[config.mk]
export PLATFORM = sky130hd
export DESIGN_NAME = color_class_bounding_boxes_unit
export DESIGN_NICKNAME = d
export VERILOG_FILES = /design/src/rtl/ccbb_pkg.sv /design/src/rtl/ccbb_merge.sv /design/src/rtl/color_class_bounding_boxes_unit.sv
export SDC_FILE = /design/constraint.sdc
export NUM_CORES = 1
export LEC_CHECK = 0
export BUFFER_PORTS_ARGS = -buffer_cell sky130_fd_sc_hd__buf_2
export CORE_MARGIN = 2
export CORE_UTILIZATION = 55
export CTS_CLUSTER_SIZE = 16
export DETAILED_ROUTE_END_ITERATION = 16
export HOLD_SLACK_MARGIN = 0.15
export PLACE_DENSITY = 0.72
export SKIP_LAST_GASP = 1
export SLEW_MARGIN = 20
export SYNTH_ARGS = -nofsm -noshare
export SYNTH_HDL_FRONTEND = slang
export SYNTH_SLANG_ARGS = --single-unit
export TNS_END_PERCENT = 50
[constraint.sdc]
create_clock -name clk_i -period 8.7 [get_ports clk_i]
set_input_delay 1.74 -clock clk_i [delete_from_list [all_inputs] [get_ports clk_i]]
set_output_delay 1.74 -clock clk_i [all_outputs]
set_load 0.05 [all_outputs]
[src/rtl/ccbb_pkg.sv]
package ccbb_pkg;

  localparam int unsigned NumCodes  = 12;
  localparam int unsigned MaxWidth  = 1024;
  localparam int unsigned MaxHeight = 1024;
  localparam logic [7:0]  LevelLow  = 8'd64;
  localparam logic [7:0]  LevelHigh = 8'd192;

  localparam logic [8:0] ClassCode [NumCodes] = '{
    9'h004, 9'h014, 9'h024, 9'h022, 9'h020, 9'h0A0,
    9'h120, 9'h110, 9'h100, 9'h102, 9'h104, 9'h084
  };

  typedef struct packed {
    logic [10:0] y_end;
    logic [10:0] x_end;
    logic [9:0]  y_min;
    logic [9:0]  x_min;
  } box_t;

  typedef enum logic [1:0] {
    StStream = 2'b01,
    StReport = 2'b10
  } state_e;

  function automatic logic [1:0] level_bits(logic [7:0] v);
    logic [1:0] lv;
    if (v <= LevelLow) begin
      lv = 2'b00;
    end else if (v <= LevelHigh) begin
      lv = 2'b01;
    end else begin
      lv = 2'b10;
    end
    return lv;
  endfunction

  function automatic logic [8:0] color_code(logic [7:0] r, logic [7:0] g, logic [7:0] b);
    return {level_bits(b), 1'b0, level_bits(g), 1'b0, level_bits(r), 1'b0};
  endfunction

endpackage

[src/rtl/ccbb_merge.sv]
module ccbb_merge (
  input  logic          seen_i,
  input  ccbb_pkg::box_t box_i,
  input  logic [9:0]    x_i,
  input  logic [9:0]    y_i,
  output ccbb_pkg::box_t box_o
);
  import ccbb_pkg::*;

  logic [10:0] x_end;
  logic [10:0] y_end;

  assign x_end = {1'b0, x_i} + 11'd1;
  assign y_end = {1'b0, y_i} + 11'd1;

  always_comb begin
    if (!seen_i) begin
      box_o.x_min = x_i;
      box_o.y_min = y_i;
      box_o.x_end = x_end;
      box_o.y_end = y_end;
    end else begin
      box_o.x_min = (x_i < box_i.x_min) ? x_i : box_i.x_min;
      box_o.y_min = (y_i < box_i.y_min) ? y_i : box_i.y_min;
      box_o.x_end = (x_end > box_i.x_end) ? x_end : box_i.x_end;
      box_o.y_end = (y_end > box_i.y_end) ? y_end : box_i.y_end;
    end
  end

endmodule

[src/rtl/color_class_bounding_boxes_unit.sv]
// Pixels: one beat per cycle while ready; two-stage read-modify-write on box memory.
// Report: once the last beat leaves stage 1 and the state turns to StReport, boxes
//   are registered out one per cycle while m_axis_tready holds; NUM_CLASSES in all.
// Input is held off from the last pixel beat until the final box is taken.
// Reset clears the seen flags and all control state; box memory contents are
//   not reset and are masked by the seen flags.
module color_class_bounding_boxes_unit #(
  parameter int NUM_CLASSES = 12
) (
  input  logic        clk_i,
  input  logic        rst_ni,
  input  logic        s_axis_tvalid,
  output logic        s_axis_tready,
  // pixel_x[9:0], pixel_y[19:10], red[27:20], green[35:28], blue[43:36], zero pad
  input  logic [47:0] s_axis_tdata,
  input  logic        s_axis_tlast,
  output logic        m_axis_tvalid,
  input  logic        m_axis_tready,
  // class_id[3:0], found[4], box_x_min[14:5], box_y_min[24:15],
  // box_x_end[35:25], box_y_end[46:36], zero pad
  output logic [47:0] m_axis_tdata,
  output logic        m_axis_tlast
);
  import ccbb_pkg::*;

  localparam int IdxW = (NUM_CLASSES > 1) ? $clog2(NUM_CLASSES) : 1;

  box_t mem [NUM_CLASSES];

  logic [9:0]  in_x, in_y;
  logic [8:0]  in_code;
  logic        in_hit;
  logic [IdxW-1:0] in_idx;
  logic        in_accept;

  logic        s1_valid_q;
  logic        s1_hit_q, s1_last_q;
  logic [IdxW-1:0] s1_idx_q;
  logic [9:0]  s1_x_q, s1_y_q;

  box_t        rd_q;
  logic        rd_en;
  logic [IdxW-1:0] rd_addr;

  logic        fwd_valid_q;
  logic [IdxW-1:0] fwd_idx_q;
  box_t        fwd_box_q;

  box_t        base_box, new_box;
  logic        wr_en;

  logic [NUM_CLASSES-1:0] seen_q;

  state_e      state_q;
  logic [IdxW-1:0] cnt_q;
  logic        rpt_load;

  logic        out_valid_q, out_seen_q, out_last_q;
  logic [IdxW-1:0] out_cls_q;

  assign in_x    = s_axis_tdata[9:0];
  assign in_y    = s_axis_tdata[19:10];
  assign in_code = color_code(s_axis_tdata[27:20], s_axis_tdata[35:28], s_axis_tdata[43:36]);

  always_comb begin
    in_hit = 1'b0;
    in_idx = '0;
    for (int i = NUM_CLASSES - 1; i >= 0; i--) begin
      if (in_code == ClassCode[i]) begin
        in_hit = 1'b1;
        in_idx = IdxW'(i);
      end
    end
    if (!(32'(in_x) < MaxWidth) || !(32'(in_y) < MaxHeight)) begin
      in_hit = 1'b0;
    end
  end

  assign s_axis_tready = (state_q == StStream) && !(s1_valid_q && s1_last_q) && !out_valid_q;
  assign in_accept     = s_axis_tvalid && s_axis_tready;

  assign rpt_load = (state_q == StReport) && (!out_valid_q || m_axis_tready);
  assign rd_en    = in_accept || rpt_load;
  assign rd_addr  = (state_q == StReport) ? cnt_q : in_idx;

  assign base_box = (fwd_valid_q && fwd_idx_q == s1_idx_q) ? fwd_box_q : rd_q;
  assign wr_en    = s1_valid_q && s1_hit_q;

  ccbb_merge u_merge (
    .seen_i (seen_q[s1_idx_q]),
    .box_i  (base_box),
    .x_i    (s1_x_q),
    .y_i    (s1_y_q),
    .box_o  (new_box)
  );

  always_ff @(posedge clk_i) begin
    if (wr_en) begin
      mem[s1_idx_q] <= new_box;
    end
    if (rd_en) begin
      rd_q <= mem[rd_addr];
    end
  end

  always_ff @(posedge clk_i) begin
    if (in_accept) begin
      s1_hit_q  <= in_hit;
      s1_last_q <= s_axis_tlast;
      s1_idx_q  <= in_idx;
      s1_x_q    <= in_x;
      s1_y_q    <= in_y;
    end
    fwd_idx_q <= s1_idx_q;
    fwd_box_q <= new_box;
    if (rpt_load) begin
      out_cls_q  <= cnt_q;
      out_seen_q <= seen_q[cnt_q];
      out_last_q <= (cnt_q == IdxW'(NUM_CLASSES - 1));
    end
  end

  always_ff @(posedge clk_i or negedge rst_ni) begin
    if (!rst_ni) begin
      s1_valid_q  <= 1'b0;
      fwd_valid_q <= 1'b0;
      seen_q      <= '0;
      state_q     <= StStream;
      cnt_q       <= '0;
      out_valid_q <= 1'b0;
    end else begin
      s1_valid_q  <= in_accept;
      fwd_valid_q <= wr_en;
      if (wr_en) begin
        seen_q[s1_idx_q] <= 1'b1;
      end
      unique case (state_q)
        StStream: begin
          if (out_valid_q && m_axis_tready) begin
            out_valid_q <= 1'b0;
          end
          if (s1_valid_q && s1_last_q) begin
            state_q <= StReport;
            cnt_q   <= '0;
          end
        end
        StReport: begin
          if (rpt_load) begin
            out_valid_q <= 1'b1;
            if (cnt_q == IdxW'(NUM_CLASSES - 1)) begin
              state_q <= StStream;
              cnt_q   <= '0;
              seen_q  <= '0;
            end else begin
              cnt_q <= cnt_q + IdxW'(1);
            end
          end
        end
        default: begin
          state_q <= StStream;
        end
      endcase
    end
  end

  assign m_axis_tvalid = out_valid_q;
  assign m_axis_tlast  = out_last_q;
  assign m_axis_tdata  = {1'b0,
                          out_seen_q ? rd_q.y_end : 11'd0,
                          out_seen_q ? rd_q.x_end : 11'd0,
                          out_seen_q ? rd_q.y_min : 10'd0,
                          out_seen_q ? rd_q.x_min : 10'd0,
                          out_seen_q,
                          4'(out_cls_q)};

endmodule

==> results of run 1 <==
## layer usage
layer | GRT usage [%] | vias up | part of all wire (%)
met3 | 3.490 | 96 | 7.5
li1 | - | 6442 | -
met1 | 33.78 | 7177 | 42
met5 | 0 | - | 0
met4 | 7.591 | 0 | 2.5
met2 | 38.30 | 572 | 48
## cell type report
type / instances / area (sq um)
antenna: 1 / 2.502
clock buffer: 84 / 1764
clock inverter: 31 / 376.6
fill: 3343 / 17820
inverter: 45 / 168.9
multi-input combinational: 818 / 7174
sequential: 645 / 18800
tap: 615 / 769.5
timing repair buffer: 131 / 763.2
## where the power goes
group	switching [mW]	total, mW	internal [mW]	leakage, nW
registers	0.231	4.58	4.35	5.91
clock network	1.12	2.77	1.65	1.05
logic	1.67	2.44	0.770	4.93
total	3.02	9.79	6.77	11.9
## state kept, by name, indices dropped and copies added, names as in the netlist, 2 cells and up
| register | cells |
|---|---|
| mem | 504 |
| s1_y_q | 10 |
| rd_q | 42 |
| out_cls_q | 4 |
| s1_x_q | 10 |
| cnt_q | 4 |
| state_q | 2 |
| s1_idx_q | 4 |
| fwd_idx_q | 4 |
| seen_q | 12 |
| fwd_box_q | 42 |
## worst paths after layout
path | end | cells after the start | startpoint
hold reg to reg | seen_q[3] | 1 | seen_q[3]
min in group asynchronous | cnt_q[0] | 1 | rst_ni
setup reg to reg | mem[10][30] | 15 | s1_idx_q[2]
setup / recovery | rd_q[32] | 11 | s_axis_tdata[20]
hold / removal | seen_q[3] | 1 | seen_q[3]
max in group asynchronous | state_q[0] | 1 | rst_ni
## cell usage after synthesis (all sizes together), types with 2 or more instances
master,n
dfrtp,20
a211o,42
and4,2
nor2b,5
clkbuf,39
buf,46
o31ai,3
xor2,5
and2,44
mux2,6
mux2i,375
o22ai,87
ha,43
nand4,9
o211a,2
a21o,6
a21oi,11
nand3,11
o21ai,19
xnor2,18
nand3b,2
or2,2
o21a,19
edfxtp,578
nand2b,8
or4,3
nor4,7
and4bb,2
dfxtp,46
nor2,22
a211oi,3
a31oi,3
and3,2
nor3,11
o31a,3
nand2,22
inv,45
mux4,6
## cell families (layout without fill, tap and decap cells)
kind of cell	Yosys count	count (layout)	synth area share, %
other	1	2	0.01416
flip-flops	645	645	71.02
multiplexers	387	387	14.94
AND/OR/NAND/NOR	158	158	3.374
adder cells (fa/ha/maj)	43	43	2.032
XOR/XNOR	23	23	0.7607
buffers and inverters	130	291	2.467
AO/OA/AOI/OAI	206	206	5.396
## worst max-delay path, stage by stage
cell	delay, ps
buf_2	90
or4_1	520
o31a_1	370
nor2_1	240
a32oi_1	140
o21a_1	240
a31oi_4	810
nand2b_2	980
buf_4	420
o22ai_1	130
a211o_1	300
## per-stage QoR
| stage | setup slack [ps] | util (%) | hold WS, ps | instance area [sq um] | instances |
|---|---|---|---|---|---|
| 3_5_place_dp | 2442 | 58.05 | 499.5 | 27660 | 2254 |
| 3_3_place_gp | 2535 | 58.05 | 490.1 | 27660 | 2254 |
| 5_1_grt | 2829 | 62.59 | 534.7 | 29820 | 2369 |
| 2_1_floorplan | 3475 | - | 346.2 | 26480 | 1593 |
| 4_1_cts | 3091 | 62.54 | 513.6 | 29800 | 2369 |
| 6_report | 3052 | 62.59 | 512.3 | 29820 | 2370 |
==> flow_metrics.tcl, run 1 <==
set metrics [dict create \
    status "complete, no violations" \
    clock_sinks 645 \
    rsz0062_at_grt "false" \
    report.final.slew_viol_count 0 \
    critPathArrivalTime_ps 6010 \
    clk_pin_slew_worst_paths_ps 60 \
    hold_viol 0 \
    yosysSeqAreaShare_pct 71.02 \
    first_iter_violations 1369 \
    dp_hpwl_um 33530 \
    fin_crit_ps 5648 \
    ant_nets 0 \
    drive_gt1_share_pct 15.74 \
    ys_ff_latch 645 \
    drc 0 \
    cp.required_ps 9060 \
    grt_pass1_wl_um 87220 \
    p_total_mw 9.788 \
    synth.cell_area_sq_um 26480 \
    grt_pass1_vias 14270 \
    chipHeight_um 223.4 \
    fp.coreArea_sq_um 47650 \
    ctsHoldBuffers 0 \
    synth_edf_count 578 \
    post_cts_buffers 0 \
    num_rows 80 \
    drtPass1Iterations 5 \
    vias_per_cell 6.028 \
    finalCritPeriodShare_pct 64.92 \
    cap_violations 0 \
    yosysTopAreaCell "edfxtp_1" \
    io_pins 104 \
    antenna_found_initial 1 \
    postSynthAreaPerCell_sq_um 16.62 \
    critPathMaxFanout 28 \
    rrSetupSlack_ps 3550 \
    cts_tree "yes" \
    grt_max_degree 75 \
    layout_commonest_cell "edfxtp_1" \
    p_leak_nw 11.88 \
    wl_per_cell_um 24.88 \
    worstSetupStartpointType "primary input" \
    final_cell_mix "edfxtp_1 (578), mux2i_1 (373), buf_2 (98)" \
    endpoint_kind "flip-flop" \
    synth_nets 1689 \
    ys.flop_type "edfxtp_1" \
    die_w_um 223.4 \
    port_buffers 98 \
    yosysWarnings 0 \
    wl_um 58960 \
    clk_path_buf_depth 3 \
    async_reset_ff_share_pct 3.256 \
    fmax_mhz 177.1 \
    cts_root_buf "clkbuf_16" \
    layout.nets 1798 \
    finalSetupViolations 0 \
    start_util_pct 55.58 \
    tns_ps 0 \
    grt_overflow 0 \
    die-area_sq_um 49910 \
    numCtsBuffers 61 \
    critical_path_class "in -> reg" \
    dr_total_vias 14290 \
    ys_types 60 \
    hp-class "reg -> reg" \
    insertion_delay_ps 630 \
    grt_usage_pct 23.79 \
    irDropWorstVdd_mv 0.2017 \
    synth_top_area_share_pct 65.55 \
    cts_resized 0 \
    synthCells 1593 \
    relSlewSlack_pct 25.99 \
    syn2layout_area_growth_pct 12.63 \
    fin_skew_ps 22.40 \
    gp_congestion 0.8617 \
    powerDensity_nw_per_um2 328.2 \
    synth.area.top_cells "edfxtp_1 (66%), mux2i_1 (14%), dfxtp_1 (3.5%), o22ai_1 (2.1%), ha_1 (2.0%)" \
    cts_max_level 2 \
    worstMarginPinSlew_ps 1079 \
]
Power figures use the tool's default switching activity.
==> inputs of run 2 (changes only) <==
- ABC_AREA: not set -> 1
- PLACE_DENSITY: 0.72 -> 0.75
- clock period: 8.7 -> 5 ns (I/O delays scaled with it)
==> flow_metrics.tcl, run 2 <==
set metrics [dict create \
    reg2reg_from "s1_idx_q[1]" \
    fin_skew_ps 23.94 \
    ys_types 42 \
    dr_total_vias 20380 \
    endpoint_kind "flip-flop" \
    dp_hpwl_um 41290 \
    diodes 0 \
    start_util_pct 55.70 \
    die-area_sq_um 53790 \
    port_buffers 98 \
    syn2layout_area_growth_pct 12.38 \
    grt_usage_pct 27.36 \
    hold_ws_ps 322.7 \
    ys_ff_latch 645 \
    synth.cell_area_sq_um 28570 \
    top_register "mem" \
    first_iter_violations 2424 \
    wl_per_cell_um 20.94 \
    layout.nets 2869 \
    synthSimpleGateAreaFrac_pct 20.17 \
    synth.most_common_cell "nand3_1" \
    critPathMaxFanout 19 \
    met3WireLength_um 7404 \
    status "complete, no violations" \
    synthXorXnorAreaFrac_pct 0.5211 \
    top_layer_used "met4" \
    synthTopCellsByCount "nand3_1 (650), edfxtp_1 (578), nand2_1 (466)" \
    synthCells 2692 \
    numCtsBuffers 61 \
    io_pins 104 \
    async_reset_ff_share_pct 3.256 \
    grt_max_degree 161 \
    fmax_mhz 223.7 \
    synth.area.top_cells "edfxtp_1 (61%), nand3_1 (11%), nand2_1 (6.1%), inv_1 (5.4%), dfxtp_1 (3.2%)" \
    cp.required_ps 5300 \
    powerDensity_nw_per_um2 545.9 \
    cp_num_buf_inv 1 \
    die_w_um 231.9 \
    grt_pass1_wl_um 111400 \
    ant_nets 0 \
    cts_root_buf "clkbuf_16" \
    p_total_mw 17.53 \
    hp-class "in -> async" \
    chipHeight_um 231.9 \
    reg2reg_depth 16 \
    fin_crit_ps 4470 \
    timing.rr.end "mem[7][23]" \
    layout_commonest_cell "nand3_1" \
    cts_resized 0 \
    finalCritPeriodShare_pct 89.41 \
    drc 0 \
    worstMarginPinSlew_ps 1185 \
    clk_pin_slew_worst_paths_ps 60 \
    clock_sinks 645 \
    hold_viol 0 \
    synth_top_family_by_area "simple AND/OR/NAND/NOR gates" \
    cap_violations 0 \
    postSynthAreaPerCell_sq_um 10.61 \
    largest_reg_flops 504 \
    drive_gt1_share_pct 10.19 \
    p_leak_nw 13.71 \
    critical_path_class "reg -> reg" \
    muxShareOfSynthArea_pct 1.410 \
    drtPass1Iterations 7 \
    met2WireLength_um 35330 \
    yosysSeqAreaShare_pct 65.81 \
    yosysWarnings 0 \
    relSlewSlack_pct 21.01 \
    vias_per_cell 5.812 \
    cts_tree "yes" \
    num_rows 83 \
    critPathTopFamily "compound AO/OA/AOI/OAI gates" \
    antenna_found_initial 0 \
    synth_compound_area_share_pct 2.325 \
    crit_chain "inv_1 -> nand2_1 -> o21ai_1 -> a21oi_1 -> o2111ai_4 -> mux2i_1 -> ha_1 -> a21oi_1 -> o21ai_0 -> a21boi_0 -> o21a_1 -> o21a_1 -> o21ai_0 -> nand2_1 -> nand2_1 -> o21ai_1" \
    critPathMaxStageDelay_ps 950 \
    fillerInstances 3846 \
    fp.coreArea_sq_um 51300 \
    gp_congestion 0.8310 \
    rsz0062_at_grt "false" \
    wl_met1_um 28470 \
    worstSetupStartpointType "flip-flop" \
    ctsHoldBuffers 0 \
    yosysTopAreaCell "edfxtp_1" \
    report.final.slew_viol_count 0 \
    wl_um 73410 \
    grt_pass1_vias 19860 \
    grt_overflow 0 \
    tns_ps 0 \
    clk_path_buf_depth 3 \
    top_regs "mem (504), fwd_box_q (42), rd_q (42)" \
    irDropWorstVdd_mv 0.5783 \
    synth_edf_count 578 \
    final_cell_mix "nand3_1 (650), edfxtp_1 (578), nand2_1 (465)" \
    ys.flop_type "edfxtp_1" \
    synth_top_area_share_pct 60.74 \
    insertion_delay_ps 640 \
    post_cts_buffers 0 \
    synth_adder_area_share_pct 1.883 \
    synth_nets 2788 \
    crit_top_cell "nand2_1" \
    finalSetupViolations 0 \
    rrSetupSlack_ps 530 \
    cts_max_level 2 \
    slowest_stage "o21ai_1" \
    critPathArrivalTime_ps 4770 \
]
==> run 2: power by group <==
group / internal [mW] / switching (mW) / total, mW
Sequential: 6.77 / 0.270 / 7.04
Clock: 2.86 / 2.01 / 4.87
Combinational: 1.49 / 4.13 / 5.62
Total: 11.1 / 6.41 / 17.5
==> run 2: worst max-delay path by stage <==
stage	start	to	slack, ps	cells past startpoint
final	s1_idx_q[1]	mem[7][23]	530	16
after global routing	s1_idx_q[1]	mem[8][37]	160	17
after floorplan	s1_idx_q[0]	mem[0][21]	1420	17
after global placement	s1_idx_q[1]	mem[3][37]	480	14
after detailed placement	s1_idx_q[1]	mem[7][40]	360	15
after CTS	s1_idx_q[1]	mem[11][40]	310	15
==> run 2: layout make-up <==
| cell class | count | area (sq um) | share of cell area, % |
|---|---|---|---|
| sequential | 645 | 18800 | 58.56 |
| multi-input combinational | 1485 | 7680 | 23.92 |
| timing repair buffer | 163 | 1081 | 3.366 |
| tap | 680 | 850.8 | 2.650 |
| clock inverter | 36 | 465.4 | 1.449 |
| inverter | 417 | 1573 | 4.898 |
| clock buffer | 80 | 1658 | 5.163 |
==> run 2: metrics by stage <==
step           utilization [%]  instance area [sq um]  instances  setup slack (ps)
5_1_grt                  62.59                  32110       3506             160.8
4_1_cts                  62.59                  32110       3506             310.0
3_3_place_gp             58.37                  29940       3388             475.4
6_report                 62.59                  32110       3506             529.7
2_1_floorplan                -                  28570       2692              1419
3_5_place_dp             58.46                  29990       3390             360.9
==> run 2: worst reg2reg max path: stages, from the launching register on <==
cell	delay (ps)
edfxtp_1	460
inv_1	140
nand2_1	80
o21ai_1	50
a21oi_1	220
o2111ai_4	410
mux2i_1	360
ha_1	290
a21oi_1	150
o21ai_0	110
a21boi_0	190
o21a_1	130
o21a_1	100
o21ai_0	70
nand2_1	70
nand2_1	340
o21ai_1	960
==> run 2: cell families after synthesis <==
kind of cell,after synthesis
mux,40
simple gates,1261
flops,645
xor+xnor,17
fa+ha+maj,43
other cells,1
compound gates,123
buf+inv,562
==> run 2: per-layer routing <==
layer | vias up | GRT usage (%)
li1 | 9297 | -
met1 | 9818 | 36.36
met2 | 1090 | 45.53
met3 | 173 | 4.936
met4 | 0 | 9.395
met5 | - | 0
